==> src/rtl/core/dmbc_pkg.sv <==
// ----------------------------------------------------------------------------
// dmbc_pkg
// shared sizes, codes and address helpers of the direct-mapped byte cache
// ----------------------------------------------------------------------------
package dmbc_pkg;

  localparam int LINE_COUNT     = 8;
  localparam int BYTES_PER_LINE = 16;
  localparam int MEMORY_BYTES   = 4096;

  localparam int ADDR_W     = 12;
  localparam int DATA_W     = 8;
  localparam int TAG_OUT_W  = 8;
  localparam int CNT_W      = 32;
  localparam int PENALTY_W  = 8;

  localparam int WORD_W         = $clog2(BYTES_PER_LINE);
  localparam int LINE_W         = $clog2(LINE_COUNT);
  localparam int MEM_ADDR_W     = $clog2(MEMORY_BYTES);
  localparam int LINE_MEM_DEPTH = LINE_COUNT * BYTES_PER_LINE;
  localparam int LINE_ADDR_W    = LINE_W + WORD_W;
  localparam int FILL_CNT_W     = WORD_W + 1;

  localparam logic [TAG_OUT_W-1:0] EMPTY_TAG     = 8'hFF;
  localparam logic [DATA_W-1:0]    FILL_BYTE     = 8'h23;
  localparam logic [PENALTY_W-1:0] PENALTY_RESET = 8'd20;
  localparam logic [CNT_W-1:0]     CNT_MAX       = '1;

  // apb register map
  localparam int CFG_ADDR_W = 3;
  localparam int CFG_DATA_W = 32;
  localparam int REG_IDX_W  = CFG_ADDR_W - 2;
  localparam logic [REG_IDX_W-1:0] REG_MISS_PENALTY = 1'b0;

  typedef enum logic {
    OP_LOAD = 1'b0,
    OP_READ = 1'b1
  } op_t;

  // operands for the shared saturating adder
  typedef struct packed {
    logic [CNT_W-1:0] a;
    logic [CNT_W-1:0] b;
  } add_req_t;

  function automatic logic [MEM_ADDR_W-1:0] mem_index(input logic [ADDR_W-1:0] addr);
    return MEM_ADDR_W'(addr);
  endfunction

  function automatic logic [WORD_W-1:0] word_of(input logic [MEM_ADDR_W-1:0] idx);
    return idx[WORD_W-1:0];
  endfunction

  function automatic logic [LINE_W-1:0] line_of(input logic [MEM_ADDR_W-1:0] idx);
    return idx[WORD_W +: LINE_W];
  endfunction

  function automatic logic [TAG_OUT_W-1:0] tag_of(input logic [MEM_ADDR_W-1:0] idx);
    return TAG_OUT_W'(idx >> (WORD_W + LINE_W));
  endfunction

endpackage

==> src/rtl/core/dmbc_sat_add.sv <==
// ----------------------------------------------------------------------------
// dmbc_sat_add
// shared 32-bit adder that clamps at all ones on carry out
// ----------------------------------------------------------------------------
module dmbc_sat_add (
  input  dmbc_pkg::add_req_t           req,
  output logic [dmbc_pkg::CNT_W-1:0]   sum
);

  logic [dmbc_pkg::CNT_W:0] raw;

  assign raw = {1'b0, req.a} + {1'b0, req.b};
  assign sum = raw[dmbc_pkg::CNT_W] ? dmbc_pkg::CNT_MAX : raw[dmbc_pkg::CNT_W-1:0];

endmodule

==> config.mk <==
export PLATFORM = sky130hd
export DESIGN_NAME = dmbc_sat_add
export DESIGN_NICKNAME = d
export VERILOG_FILES = /design/src/rtl/core/dmbc_pkg.sv /design/src/rtl/core/dmbc_sat_add.sv
export SDC_FILE = /design/constraint.sdc
export NUM_CORES = 1
export LEC_CHECK = 0
export BUFFER_PORTS_ARGS = -buffer_cell sky130_fd_sc_hd__buf_4
export CORE_UTILIZATION = 54
export DETAILED_ROUTE_END_ITERATION = 12
export GPL_ROUTABILITY_DRIVEN = 0
export PLACE_DENSITY = 0.95
export SYNTH_ARGS = -nofsm -noshare
export SYNTH_HDL_FRONTEND = slang
export SYNTH_SLANG_ARGS = --single-unit
==> constraint.sdc <==
create_clock -name vclk -period 7.75
set_clock_uncertainty 0.05 [all_clocks]
set_input_delay 1.1625 -clock vclk [all_inputs]
set_output_delay 1.1625 -clock vclk [all_outputs]
set_load 0.02 [all_outputs]
==> reports/qor.yml <==
timing:
  hold_viol: 0
  finalCritPeriodShare_pct: 65.6
  drv_slew: 0
  max_slew_margin_pct: 38.1
  fmaxAchievable_ghz: 0.197
  period_needed_ns: 5.08
  worst_slew_pin_slew_ns: 0.927
  rsz0062_at_grt: "no"
  finalSetupViolations: 0
  final.setup.tns_ns: 0
drt:
  first_iter_violations: 236
  top_layer_used: "met4"
  met2_length_um: 3090
  met1Wirelength_um: 2620
  vias: 2695
  routedWlPerCell_um: 13.9
  drc: 0
  met3_length_um: 418
  vias_per_cell: 6.08
  first_pass_iters: 4
  wl_um: 6180
  ant_nets: 0
synthesis:
  yosysTopAreaCellShare_pct: 19.4
  synthTopCellsByArea: "ha_1 19%, a21oi_1 8.3%, nand3_1 7.8%"
  yosys_warnings: 0
  syn_avg_cell_area_um2: 6.63
  synth-seq-area-share_pct: 0
  synth_top_cell_by_area: "ha_1"
  synthDistinctLibCells: 51
  netlist_instances: 311
  synth_area_um2: 2060
  synth_nets: 408
global_routing:
  overflow: 0
  grt_max_degree: 33
  antenna_found_initial: 0
  grt_pass1_vias: 2245
  grt_pass1_wl_um: 9870
  grt_usage_pct: 28.9
final_layout:
  area_delta_synth_final_pct: 35.6
  postLayoutCoreUtil_pct: 76.4
  antennaDiodeCount: 0
  drive_gt1_share_pct: 28.9
  n_clock_buffer: 0
  register_area_um2: 0
  seq_cell_count: 0
  nFillCells: 306
  stdcell_count: 443
  final_nets: 494
floorplan:
  dieArea_um2: 4070
  num_rows: 22
  die_h_um: 63.8
  num_io_pins: 96
  coreArea_um2: 3660
  die_x_um: 63.8
  start_util_pct: 56.3
power:
  leakage_nw: 1.35
  vdd_ir_drop_max_mv: 0.0570
  total_power_w: 0.000302
  power_density_nw_per_um2: 108
cts:
  cts_setup_buffers: 0
  holdBufCountCts: 0
  cts_resized: 0
min_path:
  min_path_type: "primary input to output port"
setup_path:
  crit_fanout: 24
  critical_path.slowest_cell: "fa_1"
  crit_path_start_kind: "primary input"
  cp_top_family: "compound AO/OA/AOI/OAI gates"
  end_kind: "output port"
  path_common_cell: "buf_4"
  critPathArrivalTime_ns: 3.87
  critPathMaxStageDelay_ns: 0.41
  critPathBufInv: 3
  critPathKind: "primary input to output port"
  crit_required_ns: 6.54
  worstPathCellList: "buf_4 -> ha_1 -> fa_1 -> a21oi_1 -> o211a_1 -> nor2_1 -> o21ai_0 -> o21ai_0 -> o21ai_2 -> buf_4 -> nand3_1 -> buf_4"
placed_design:
  dp_cells: 443
  hpwl_um: 5190
  numPortBuffers: 96
run_status:
  status: "complete, no violations"
flow_run:
  maxCapViolations: 0
cell usage after synthesis (6+ instances only):
cell type / number
o21ai_0: 25
ha_1: 32
nor3_1: 11
nor2_1: 28
inv_1: 12
a21o_1: 6
xor2_1: 12
nand3_1: 32
nand2_1: 21
o211ai_1: 10
buf_2: 8
xnor2_1: 9
a21oi_1: 34
metal layers:
layer | global-route usage, % | vias to the layer above
li1 | - | 1335
met1 | 37.2 | 1225
met2 | 53.9 | 131
met3 | 1.25 | 4
met4 | 3.13 | 0
met5 | 0 | -
cell usage in the layout, fill, tap and decap left out, types with 2 or more instances in the layout:
cell / n
a21oi_1: 34
o21a_1: 2
o211ai_1: 10
o21bai_1: 2
and3_1: 5
or2_2: 5
o211a_1: 2
nor2b_1: 3
nand2_1: 21
xnor2_1: 9
a211oi_1: 2
buf_4: 97
a31oi_1: 2
nor2_1: 28
nor3_1: 11
o21ai_0: 25
xor2_1: 12
or3_1: 2
ha_1: 32
a22oi_1: 2
o21ai_1: 2
a21o_1: 6
nand4_1: 3
a21boi_0: 2
nand3_1: 32
and2_1: 2
and3b_1: 2
mux2i_1: 3
o311ai_1: 2
mux2_2: 3
inv_1: 12
report_power, final:
part	internal, W	switching, W
Clock	0	0
Sequential	0	0
Combinational	0.000135	0.000167
Total	0.000135	0.000167
cells by family (layout without fill, tap and decap cells):
group | count (synthesis) | in the layout | synth area share [%]
AO/OA/AOI/OAI | 104 | 104 | 32.9
XOR/XNOR | 21 | 21 | 8.92
adder cells (fa/ha/maj) | 33 | 33 | 20.4
buffers and inverters | 25 | 109 | 5.04
multiplexers | 7 | 7 | 3.82
AND/OR/NAND/NOR | 121 | 121 | 28.9
final cells by class:
class / instances / area, um^2 / share of cell area (%)
multi-input combinational: 286 / 1960 / 70.2
timing repair buffer: 97 / 728 / 26.1
tap: 48 / 60.1 / 2.15
inverter: 12 / 45.0 / 1.61
through the flow:
step,cell area (um^2),worst slack (ns),hold WS [ns]
after detailed placement,2800,2.68,2.72
after CTS,2800,2.68,2.72
after floorplan,2060,3.11,2.58
final,2800,2.67,2.71
after global routing,2800,2.39,2.73
after global placement,2800,2.79,2.69
worst paths after layout:
check	from	to	slack, ns	cells after the start
setup / recovery	req[0]	sum[15]	2.67	12
hold / removal	req[32]	sum[0]	2.71	5
(Power assumes the default switching activity.)
