[src/rtl/core/dmbc_ram.sv]
// ----------------------------------------------------------------------------
// dmbc_ram
// generic one-write one-read ram with registered read data
// ----------------------------------------------------------------------------
module dmbc_ram #(
  parameter int WIDTH = 8,
  parameter int DEPTH = 16
) (
  input  logic                     clk,
  input  logic                     we,
  input  logic [$clog2(DEPTH)-1:0] waddr,
  input  logic [WIDTH-1:0]         wdata,
  input  logic [$clog2(DEPTH)-1:0] raddr,
  output logic [WIDTH-1:0]         rdata
);

  logic [WIDTH-1:0] mem [DEPTH];

  always_ff @(posedge clk) begin
    if (we) begin
      mem[waddr] <= wdata;
    end
    rdata <= mem[raddr];
  end

endmodule

[config.mk]
export PLATFORM = sky130hd
export DESIGN_NAME = dmbc_ram
export DESIGN_NICKNAME = d
export VERILOG_FILES = /design/src/rtl/core/dmbc_ram.sv
export SDC_FILE = /design/constraint.sdc
export NUM_CORES = 1
export LEC_CHECK = 0
export BUFFER_PORTS_ARGS = -buffer_cell sky130_fd_sc_hd__buf_2
export CAP_MARGIN = 20
export CELL_PAD_IN_SITES_DETAIL_PLACEMENT = 0
export CELL_PAD_IN_SITES_GLOBAL_PLACEMENT = 1
export CORE_UTILIZATION = 40
export DETAILED_ROUTE_END_ITERATION = 7
export PLACE_DENSITY_LB_ADDON = 0.1
export SETUP_SLACK_MARGIN = 0.3
export SLEW_MARGIN = 20
export SYNTH_ARGS = -nofsm -noshare
export SYNTH_HDL_FRONTEND = slang
export SYNTH_SLANG_ARGS = --single-unit
[constraint.sdc]
create_clock -name clk -period 2.2 [get_ports clk]
set_clock_uncertainty 0.1 [all_clocks]
set_input_delay 0.44 -clock clk [delete_from_list [all_inputs] [get_ports clk]]
set_output_delay 0.44 -clock clk [all_outputs]
set_load 0.01 [all_outputs]
==> flow_results.xml <==
<?xml version="1.0" encoding="UTF-8"?>
<metrics>
  <group name="finish">
    <metric name="fill_cell_total_of_the_finished_layout" unit="">1037</metric>
    <metric name="insertedDiodeCount" unit="">0</metric>
    <metric name="register_area" unit="mm²">0.00400</metric>
    <metric name="final_design_area_no_fill" unit="mm²">0.00625</metric>
    <metric name="areaGrowthSynthToFinish" unit="%">21.5</metric>
    <metric name="multiInputGateArea" unit="mm²">0.00106</metric>
    <metric name="finish.net_count" unit="">308</metric>
    <metric name="layout-drive-gt1-share" unit="">0.333</metric>
    <metric name="layout.cells.non_filler" unit="">475</metric>
  </group>
  <group name="routing">
    <metric name="post_drt_via_cell_ratio" unit="">5.12</metric>
    <metric name="avgRoutedWirePerCell" unit="µm">21.9</metric>
    <metric name="drt_first_iter_violations" unit="">126</metric>
    <metric name="drtAntennaViolNets" unit="">0</metric>
    <metric name="dr_total_vias" unit="">2432</metric>
    <metric name="route.final.wire_length" unit="µm">10400</metric>
    <metric name="post-route-drc-count" unit="">0</metric>
    <metric name="dr.pass1.iters" unit="">4</metric>
  </group>
  <group name="die">
    <metric name="core_area" unit="mm²">0.0126</metric>
    <metric name="die-width" unit="µm">115</metric>
    <metric name="rows" unit="">41</metric>
    <metric name="die_h" unit="µm">115</metric>
    <metric name="floorplan.initialDensity" unit="">0.410</metric>
    <metric name="dieArea" unit="mm²">0.0133</metric>
    <metric name="num_io_pins" unit="">26</metric>
  </group>
  <group name="synthesis">
    <metric name="synth_seq_area_share" unit="">0.778</metric>
    <metric name="synth.top_cells.by_area" unit="">sky130_fd_sc_hd__edfxtp_1 (75%), sky130_fd_sc_hd__mux4_2 (7.9%), sky130_fd_sc_hd__mux4_1 (7.1%), sky130_fd_sc_hd__dfxtp_1 (3.1%), sky130_fd_sc_hd__a22oi_1 (2.3%)</metric>
    <metric name="edff_count_synth" unit="">128</metric>
    <metric name="gate_count_post_synth" unit="">229</metric>
    <metric name="synth_top_area_share" unit="">0.747</metric>
    <metric name="syn-mean-instance-area" unit="µm²">22.5</metric>
    <metric name="synth.yosys.warnings" unit="">0</metric>
    <metric name="synth.net_count" unit="">247</metric>
    <metric name="ys_types" unit="">19</metric>
    <metric name="yosys_register_bits" unit="">136</metric>
    <metric name="top_count_cell_post_synth" unit="">sky130_fd_sc_hd__edfxtp_1</metric>
    <metric name="ys_async_sr_fraction" unit="">0</metric>
    <metric name="netlist_area" unit="mm²">0.00515</metric>
    <metric name="primary_flip_flop_cell_chosen_by_synthesis_mapping" unit="">sky130_fd_sc_hd__edfxtp_1</metric>
    <metric name="ys_top_cells_by_count" unit="">sky130_fd_sc_hd__edfxtp_1 (128), sky130_fd_sc_hd__mux4_2 (18), sky130_fd_sc_hd__a22oi_1 (16)</metric>
    <metric name="synth_top_cell_by_area" unit="">sky130_fd_sc_hd__edfxtp_1</metric>
  </group>
  <group name="power">
    <metric name="power.net_switching" unit="mW">1.21</metric>
    <metric name="static_leakage" unit="nW">2.14</metric>
    <metric name="p_int" unit="mW">4.94</metric>
    <metric name="comb_power_share" unit="">0.046</metric>
    <metric name="vdd.ir_drop.worst" unit="mV">0.473</metric>
    <metric name="p_per_area" unit="mW/mm²">984</metric>
    <metric name="switching_share" unit="">0.197</metric>
    <metric name="pwr-share-clk" unit="">0.481</metric>
    <metric name="report.power.total" unit="mW">6.16</metric>
    <metric name="p_seq_frac" unit="">0.473</metric>
  </group>
  <group name="worst_setup_path">
    <metric name="worst-endpoint-required" unit="ns">2.39</metric>
    <metric name="worst_setup_path_end_kind" unit="">flip-flop</metric>
    <metric name="critical_path_class" unit="">in2reg</metric>
    <metric name="timing.critical_path.arrival" unit="ns">1.77</metric>
    <metric name="critical_path.startpoint_type" unit="">input pin</metric>
    <metric name="crit_fanout" unit="">24</metric>
  </group>
  <group name="clock_network">
    <metric name="cts-hold-fix-buffers" unit="">0</metric>
    <metric name="cts_max_level" unit="">4</metric>
    <metric name="ctsResizeCount" unit="">0</metric>
    <metric name="numClockSinks" unit="">136</metric>
    <metric name="clockBufferDepth" unit="">2</metric>
    <metric name="cts.repair_timing.setup_buffer_count" unit="">0</metric>
    <metric name="clk_latency" unit="ns">0.41</metric>
    <metric name="numCtsBuffers" unit="">17</metric>
    <metric name="cts_root_buffer" unit="">sky130_fd_sc_hd__clkbuf_16</metric>
    <metric name="tritoncts" unit="">built</metric>
    <metric name="cts.reportedPaths.clkPinSlew" unit="ns">0.06</metric>
  </group>
  <group name="placed_design">
    <metric name="place.detailed.instances" unit="">443</metric>
    <metric name="placer_congestion" unit="">0.772</metric>
    <metric name="dp_worst_setup_slack" unit="ns">0.203</metric>
    <metric name="place.detailed.hpwl" unit="µm">6710</metric>
    <metric name="placed_area" unit="mm²">0.00563</metric>
    <metric name="port_buffers" unit="">25</metric>
  </group>
  <group name="timing">
    <metric name="setup-tns-final" unit="ns">0</metric>
    <metric name="final_hold_viol_count" unit="">0</metric>
    <metric name="setup_repair_after_global_routing_missed_its_margin" unit="">no</metric>
    <metric name="timing.final.crit_period" unit="ns">1.58</metric>
    <metric name="layout_setup_ws" unit="ns">0.619</metric>
    <metric name="fmax" unit="MHz">632</metric>
    <metric name="finalSetupViolCount" unit="">0</metric>
    <metric name="worstMarginPinSlew" unit="ns">0.448</metric>
    <metric name="final-max-slew-violation-count" unit="">0</metric>
    <metric name="min_period_over_period" unit="">0.719</metric>
    <metric name="slew-limit-headroom" unit="">0.701</metric>
  </group>
  <group name="outcome">
    <metric name="run_status" unit="">finished, final reports clean</metric>
  </group>
  <group name="grt">
    <metric name="grt_antenna_before_repair" unit="">0</metric>
    <metric name="grt_start_max_net_pins" unit="">25</metric>
    <metric name="grt_first_pass_wirelength" unit="µm">15400</metric>
    <metric name="grt_pass1_vias" unit="">2479</metric>
    <metric name="globalRouteTotalUtil" unit="">0.176</metric>
    <metric name="globalRouteOverflowTotal" unit="">0</metric>
  </group>
  <group name="job">
    <metric name="timing.max_cap.violations" unit="">0</metric>
  </group>
  <group name="hold_path">
    <metric name="worst_hold_path_type" unit="">in2reg</metric>
  </group>
</metrics>
-- area by class of cell --
type	instances	area share
clock buffers	20	0.0714
clock inverters	12	0.0278
multi-input cells	83	0.170
flip-flops and latches	136	0.640
well taps	172	0.0344
repair buffers	52	0.0564
-- flip-flops by register name (all words and copies together) (netlist names) --
| signal | cells |
|---|---|
| rdata | 8 |
| mem | 128 |
-- cells by family (layout without fill, tap and decap cells) --
kind of cell | after synthesis | count (layout) | share of synthesized area
muxes | 32 | 32 | 0.150
buffers and inverters | 10 | 84 | 0.0168
DFF | 136 | 136 | 0.778
AOI/OAI and AO/OA | 16 | 16 | 0.0233
and+or+nand+nor | 35 | 35 | 0.0318
-- critical path: stages --
cell                      delay, ns
sky130_fd_sc_hd__buf_2         0.11
sky130_fd_sc_hd__buf_12        0.22
sky130_fd_sc_hd__mux4_1        0.58
sky130_fd_sc_hd__a22oi_1       0.31
sky130_fd_sc_hd__nand2_1       0.09
-- power by group through the flow --
stage	Combinational [mW]	Sequential (mW)	Clock, mW
2_1_floorplan	0.147	2.97	0
3_3_place_gp	0.285	2.97	0
3_5_place_dp	0.287	2.97	0
4_1_cts	0.288	2.92	3.02
5_1_grt	0.309	2.92	3.13
6_report	0.281	2.91	2.96
-- metrics by stage --
step	utilization	hold slack [ns]
4_1_cts	0.498	0.297
6_report	0.498	0.316
3_5_place_dp	0.448	0.569
3_3_place_gp	0.448	0.558
5_1_grt	0.498	0.307
2_1_floorplan	-	0.439
-- cells in the final DEF, fill, tap and decap left out, types with 3 or more instances in the layout --
| cell | netlist | layout |
|---|---|---|
| sky130_fd_sc_hd__mux4_1 | 14 | 14 |
| sky130_fd_sc_hd__clkinvlp_4 | 0 | 3 |
| sky130_fd_sc_hd__a22oi_1 | 16 | 16 |
| sky130_fd_sc_hd__clkbuf_16 | 0 | 17 |
| sky130_fd_sc_hd__mux4_2 | 18 | 18 |
| sky130_fd_sc_hd__nand2_1 | 9 | 9 |
| sky130_fd_sc_hd__nor2_1 | 13 | 13 |
| sky130_fd_sc_hd__buf_4 | 1 | 25 |
| sky130_fd_sc_hd__nor3_1 | 4 | 3 |
| sky130_fd_sc_hd__dfxtp_1 | 8 | 8 |
| sky130_fd_sc_hd__bufinv_16 | 0 | 4 |
| sky130_fd_sc_hd__edfxtp_1 | 128 | 128 |
| sky130_fd_sc_hd__buf_2 | 3 | 25 |
-- per-layer routing --
| metal | vias to the layer above | GRT usage | share of wire |
|---|---|---|---|
| met5 | - | 0 | 0 |
| met2 | 57 | 0.268 | 0.48 |
| met1 | 1265 | 0.240 | 0.47 |
| li1 | 1100 | - | - |
| met3 | 10 | 0.0549 | 0.038 |
| met4 | 0 | 0.0649 | 0.011 |
-- worst paths after layout --
check / start / to / slack [ns] / cells after the start
worst min-delay path: wdata[5] / mem[0][5] / 0.32 / 1
worst min register to register: mem[11][2] / rdata[2] / 0.57 / 3
worst max-delay path: raddr[0] / rdata[0] / 0.62 / 5
worst max register to register: mem[2][0] / rdata[0] / 0.72 / 3
(Power assumes the default switching activity.)
